===== src/sbe_pkg.sv =====
// ---------------------------------------------------------------------------
// sbe_pkg
// shared types and character constants of the sixel band encoder
// ---------------------------------------------------------------------------
`default_nettype none
package sbe_pkg;

	localparam int PLANES     = 4;
	localparam int ROWS       = 6;
	localparam int WORD_W     = PLANES * ROWS;
	localparam int CFG_DATA_W = 11;
	localparam int CFG_IDX_W  = 2;
	localparam int DEC_W      = 14;

	typedef logic [WORD_W-1:0]     word_t;
	typedef logic [CFG_DATA_W-1:0] cfg_data_t;
	typedef logic [CFG_IDX_W-1:0]  cfg_idx_t;
	typedef logic [DEC_W-1:0]      dec_t;
	typedef logic [7:0]            byte_t;

	// register indexes
	localparam cfg_idx_t CFG_BAND_WIDTH  = 2'd0;
	localparam cfg_idx_t CFG_BAND_HEIGHT = 2'd1;

	// request commands
	localparam logic CMD_LOAD  = 1'b0;
	localparam logic CMD_FETCH = 1'b1;

	// text characters
	localparam byte_t CHAR_BIAS  = 8'h3f;
	localparam byte_t DIGIT_BIAS = 8'h30;
	localparam byte_t CH_BANG    = 8'h21;
	localparam byte_t CH_HASH    = 8'h23;
	localparam byte_t CH_DOLLAR  = 8'h24;
	localparam byte_t CH_DASH    = 8'h2d;

endpackage
`default_nettype wire


===== src/sbe_dec_step.sv =====
// ---------------------------------------------------------------------------
// sbe_dec_step
// shared compare and subtract step used to peel off decimal digits
// ---------------------------------------------------------------------------
`default_nettype none
module sbe_dec_step (
	input  wire sbe_pkg::dec_t rem,
	input  wire sbe_pkg::dec_t weight,
	output logic               ge,
	output sbe_pkg::dec_t      diff
);
	import sbe_pkg::*;

	assign ge   = (rem >= weight);
	assign diff = rem - weight;

endmodule
`default_nettype wire

===== config.mk =====
export PLATFORM = sky130hd
export DESIGN_NAME = sbe_dec_step
export DESIGN_NICKNAME = d
export VERILOG_FILES = /design/src/sbe_pkg.sv /design/src/sbe_dec_step.sv
export SDC_FILE = /design/constraint.sdc
export NUM_CORES = 1
export LEC_CHECK = 0
export ABC_AREA = 1
export BUFFER_PORTS_ARGS = -buffer_cell sky130_fd_sc_hd__buf_2
export CAP_MARGIN = 20
export CELL_PAD_IN_SITES_DETAIL_PLACEMENT = 2
export CELL_PAD_IN_SITES_GLOBAL_PLACEMENT = 2
export CORE_ASPECT_RATIO = 1.75
export CORE_MARGIN = 2
export CORE_UTILIZATION = 24
export DETAILED_ROUTE_END_ITERATION = 8
export GPL_TIMING_DRIVEN = 0
export PLACE_DENSITY_LB_ADDON = 0.15
export SYNTH_ARGS = -nofsm -noshare
export SYNTH_HDL_FRONTEND = slang
export SYNTH_SLANG_ARGS = --single-unit

===== constraint.sdc =====
create_clock -name vclk -period 1.9
set_input_delay 0.095 -clock vclk [all_inputs]
set_output_delay 0.095 -clock vclk [all_outputs]
set_load 0.02 [all_outputs]

==> run_results.csv, run 1 <==
group,metric,value,unit
min_path,hold_path_class,"in2out",
global_routing,grt_pass1_vias,1285,
power_and_ir_drop,power_density,379.0,nW/um2
critical_path,start_kind,"input port",
global_routing,grt-ovfl-total,0,
floorplanning,io-pin-count,43,
flow_run,cap_viol_max_count,0,
floorplanning,initial_core_util,25.14,%
layout,area_delta_synth_final,29.90,%
power_and_ir_drop,power.total,0.0004490,W
sta,rsz0062_at_grt,"false",
yosys,synth_fa_ha_area_share,21.40,%
layout,drive_gt1_share,25.69,%
sta,setup_slack,0.1573,ns
critical_path,path_cells,"buf_2 > inv_1 > ha_1 > inv_1 > fa_1 > nand3_1 > nand3_2 > a21oi_1 > xnor2_1 > buf_2",
yosys,synth-compound-area-share,5.075,%
yosys,synth_top_family_by_area,"simple AND/OR/NAND/NOR gates",
layout,design_area,1185,um2
cts,cts_setup_buffers,0,
sta,setup_viol,0,
yosys,yosys.area.top_type,"nand2_1",
power_and_ir_drop,netSwitchingFraction,64.06,%
drt,drt-initial-drc-count,2,
placement,place.gp.congestion,0.7406,
power_and_ir_drop,power.internal,0.0001614,W
critical_path,cp_num_buf_inv,4,
yosys,yosysWarnings,0,
yosys,synth-simple-area-share,47.87,%
floorplanning,core.rowCount,29,
layout,instances_no_fill,264,
min_path,hold_depth,4,
power_and_ir_drop,p_leak,0.8032,nW
sta,period_needed,1.743,ns
yosys,syn-cell-area,912.1,um2
critical_path,slowest_delay,0.43,ns
yosys,yosysSeqAreaShare,0,%
yosys,synth_common_cells,"nand2_1 (62), inv_1 (44), ha_1 (14), nand3_1 (12), nor2_1 (10)",
yosys,synth_cell_types,18,
cts,cts_hold_buf,0,
placement,dp_cells,264,
sta,fmax,573.8,MHz
layout,diodes,0,
critical_path,crit_arrival,1.65,ns
floorplanning,core_area,3628,um2
drt,avgViaCountPerCell,4.583,
floorplanning,die_width,50.60,um
power_and_ir_drop,ir_drop,0.0001223,V
critical_path,endpoint_kind,"output pin",
layout,seq_area,0,um2
yosys,synth_area_leaders,"nand2_1 (26%), ha_1 (19%), inv_1 (18%)",
yosys,netlist.area_leader.share,25.51,%
placement,dp.final_hpwl,2919,um
global_routing,grt_pass1_wl,5168,um
power_and_ir_drop,p_sw,0.0002877,W
drt,drc,0,
floorplanning,fp.dieArea,4329,um2
sta,hold_violations,0,
yosys,syn_nets,218,
sta,relSlewSlack,85.54,%
layout,nClkBuffers,0,
drt,wirelength,3025,um
yosys,syn_area_per_cell,5.212,um2
run_status,status,"complete, no violations",
min_path,min-delay-start,"weight[0]",
global_routing,antenna_found_initial,0,
yosys,synth_cells,175,
power_and_ir_drop,pwr-share-clk,0,%
critical_path,path_max_fanout,4,
placement,placed_area,1185,um2
global_routing,grt_usage,14.64,%
drt,dr.pass1.iters,3,
critical_path,cpLargestDelayFamily,"adder cells",
layout,seq_cell_count,0,
placement,dp_slack,0.1262,ns
sta,fin_setup_tns,0,ns
min_path,hold_end,"diff[0]",
drt,antenna_left,0,
critical_path,cp_data_required_time,1.80,ns
yosys,synth.area.mux_share,0,%
drt,routedWlPerCell,11.46,um
sta,slew_violations,0,
critical_path,crit_slowest_cell,"fa_1",
drt,vias,1210,
yosys,synthXorXnorAreaFrac,6.722,%
critical_path,critical_path_class,"in2out",
sta,tightest_slew,0.2169,ns
critical_path,startpoint,"rem[0]",
power_and_ir_drop,pwr-share-comb,100.0,%
cts,cts_resized,0,
placement,portBuffers,43,
global_routing,grt_max_degree,7,
sta,fin_crit_sh,91.72,%
floorplanning,fp.dieH,85.55,um
layout,nets,263,
power_and_ir_drop,pwr-share-seq,0,%
yosys,yosysMostFrequentCell,"nand2_1",
## layout by cell type (no fill, tap or decap)
| cell | netlist | layout |
|---|---|---|
| nor3_2 | 1 | 1 |
| inv_1 | 44 | 44 |
| nand3b_1 | 1 | 1 |
| nand2_2 | 4 | 4 |
| inv_2 | 2 | 2 |
| xor2_1 | 5 | 5 |
| a21oi_2 | 1 | 1 |
| nor2_2 | 3 | 3 |
| ha_1 | 14 | 14 |
| nand4_1 | 4 | 4 |
| o21bai_1 | 1 | 1 |
| nand2_1 | 62 | 62 |
| fa_1 | 1 | 1 |
| buf_2 | 0 | 43 |
| a21oi_1 | 6 | 6 |
| nand3_2 | 2 | 2 |
| xnor2_1 | 2 | 2 |
| nand3_1 | 12 | 12 |
| nor2_1 | 10 | 10 |
## per-layer routing
metal	routed length, um	track usage, %	share of wire, %	vias up
met5	0	0	0	-
met4	0	0	0	0
met3	62	0	2.0	0
met2	1937	34.93	64	24
met1	1025	13.09	34	572
li1	-	-	-	614
## kinds of logic after synthesis
group / Yosys count
AO/OA/AOI/OAI: 8
XOR/XNOR: 7
adder cells (fa/ha/maj): 15
buffers and inverters: 46
AND/OR/NAND/NOR: 99
## stage by stage
stage / util (%) / hold slack [ns]
after CTS: 32.66 / 0.5949
after detailed placement: 32.66 / 0.5944
after global placement: 32.66 / 0.5745
final: 32.66 / 0.5825
after floorplan: - / 0.3947
after global routing: 32.66 / 0.6365
## cell type report
cell class / count / area [um2]
Fill cell: 497 / 2444
Timing Repair Buffer: 43 / 215.2
Multi-Input combinational cell: 129 / 739.5
Tap cell: 46 / 57.56
Inverter: 46 / 172.7
## worst min-delay path, stage by stage
cell,delay (ns)
buf_2,0.08
ha_1,0.13
inv_1,0.04
buf_2,0.14
## how the worst max path moves through the flow
stage,to,cells past startpoint
after global routing,diff[8],10
after CTS,diff[8],10
after floorplan,diff[6],9
after global placement,diff[8],10
final,diff[8],10
after detailed placement,diff[8],10
## power groups by stage
stage               clock network, W  logic, W  registers [W]
finish                             0  0.000449              0
global route                       0  0.000505              0
CTS                                0  0.000463              0
detailed placement                 0  0.000461              0
global placement                   0  0.000443              0
floorplan                          0  0.000311              0
(Power assumes the default switching activity.)
==> run 2: changes to the inputs <==
--- a/config.mk
+++ b/config.mk
@@ -8,11 +8,9 @@
 export ABC_AREA = 1
 export BUFFER_PORTS_ARGS = -buffer_cell sky130_fd_sc_hd__buf_2
 export CAP_MARGIN = 20
-export CELL_PAD_IN_SITES_DETAIL_PLACEMENT = 2
-export CELL_PAD_IN_SITES_GLOBAL_PLACEMENT = 2
 export CORE_ASPECT_RATIO = 1.75
 export CORE_MARGIN = 2
-export CORE_UTILIZATION = 24
+export CORE_UTILIZATION = 35
 export DETAILED_ROUTE_END_ITERATION = 8
 export GPL_TIMING_DRIVEN = 0
 export PLACE_DENSITY_LB_ADDON = 0.15
==> run_results.csv, run 2 (synthesized netlist as in run 1, its figures left out) <==
group,metric,value,unit
run_status,status,"complete, no violations",
power_and_ir_drop,power_density,371.8,nW/um2
critical_path,path_max_fanout,4,
global_routing,antenna_found_initial,0,
layout,nets,263,
critical_path,cpLargestDelayFamily,"adder cells",
sta,fin_setup_tns,0,ns
drt,wirelength,2089,um
cts,cts_resized,0,
placement,dp.final_hpwl,1929,um
drt,antenna_left,0,
layout,nClkBuffers,0,
sta,rsz0062_at_grt,"false",
placement,portBuffers,43,
min_path,hold_path_class,"in2out",
sta,period_needed,1.691,ns
floorplanning,die_width,42.59,um
critical_path,slowest_delay,0.42,ns
floorplanning,io-pin-count,43,
layout,seq_area,0,um2
sta,fmax,591.4,MHz
power_and_ir_drop,p_leak,0.8032,nW
global_routing,grt_usage,13.80,%
sta,slew_violations,0,
sta,tightest_slew,0.2057,ns
sta,fin_crit_sh,88.99,%
critical_path,critical_path_class,"in2out",
global_routing,grt_max_degree,7,
min_path,hold_end,"diff[0]",
drt,drc,0,
critical_path,cp_num_buf_inv,4,
drt,routedWlPerCell,8.561,um
floorplanning,fp.dieArea,3046,um2
cts,cts_hold_buf,0,
sta,setup_viol,0,
min_path,min-delay-start,"weight[0]",
critical_path,path_cells,"buf_2 > inv_1 > ha_1 > inv_1 > fa_1 > nand3_1 > nand3_2 > a21oi_1 > xnor2_1 > buf_2",
min_path,hold_depth,4,
drt,dr.pass1.iters,4,
sta,relSlewSlack,86.29,%
layout,drive_gt1_share,25.69,%
layout,fill_cells,294,
layout,seq_cell_count,0,
power_and_ir_drop,ir_drop,0.0001555,V
layout,diodes,0,
critical_path,start_kind,"input port",
critical_path,cp_num_cells,10,
layout,mostFrequentLayoutCells,"nand2_1 (62), inv_1 (44), buf_2 (43), ha_1 (14), nand3_1 (12)",
critical_path,endpoint_kind,"output pin",
layout,layout_commonest_cell,"nand2_1",
floorplanning,core_area,2492,um2
layout,area_delta_synth_final,27.16,%
sta,hold_violations,0,
cts,cts_setup_buffers,0,
floorplanning,initial_core_util,36.60,%
drt,vias,1094,
global_routing,grt-ovfl-total,0,
drt,avgViaCountPerCell,4.484,
critical_path,crit_arrival,1.60,ns
global_routing,grt_pass1_vias,959,
placement,placed_area,1160,um2
floorplanning,fp.dieH,71.53,um
global_routing,grt_pass1_wl,3532,um
flow_run,cap_viol_max_count,0,
drt,drt-initial-drc-count,11,
placement,place.gp.congestion,0.8113,
critical_path,cp_data_required_time,1.80,ns
critical_path,crit_slowest_cell,"fa_1",
floorplanning,core.rowCount,24,
layout,design_area,1160,um2
-- run 2: cell counts in the layout (fill, tap and decap cells not counted) --
Identical to the previous run, type by type.
-- run 2: worst max path at each step --
stage | endpoint | start | slack (ns)
global route | diff[8] | rem[0] | 0.06
detailed placement | diff[8] | rem[0] | 0.21
finish | diff[8] | rem[0] | 0.21
CTS | diff[8] | rem[0] | 0.20
global placement | diff[8] | rem[0] | 0.19
floorplan | diff[6] | rem[0] | 0.40
-- run 2: report_power, final --
part           switching (W)  total (W)  leakage (nW)  internal (W)
sequential                 0          0             0             0
clock                      0          0             0             0
combinational       0.000271   0.000431         0.803      0.000160
total               0.000271   0.000431         0.803      0.000160
-- run 2: layout make-up --
cell class | instances | area [um2] | area share, %
timing repair buffer | 43 | 215.2 | 18.55
tap | 26 | 32.53 | 2.805
multi-input combinational | 129 | 739.5 | 63.75
inverter | 46 | 172.7 | 14.89
-- run 2: metrics by stage --
stage	utilization [%]	std cells	power, W	worst slack (ns)	hold slack, ns
floorplan	-	175	0.0003105	0.3971	0.3947
global placement	46.54	244	0.0004356	0.1939	0.5748
detailed placement	46.54	244	0.0004356	0.2125	0.5777
CTS	46.54	244	0.0004377	0.1974	0.5783
global route	46.54	244	0.0004812	0.05985	0.6191
finish	46.54	244	0.0004312	0.2092	0.5701
-- run 2: tightest hold or removal path, cell delays in order --
cell   delay, ns
buf_2       0.08
ha_1        0.12
inv_1       0.03
buf_2       0.14
-- run 2: layer usage --
| layer | routed length, um | GRT usage, % | vias to the layer above |
|---|---|---|---|
| met2 | 1152 | 30.77 | 30 |
| met3 | 106 | 0.2519 | 0 |
| met1 | 831 | 14.09 | 448 |
| met4 | 0 | 0 | 0 |
| met5 | 0 | 0 | - |
| li1 | - | - | 616 |
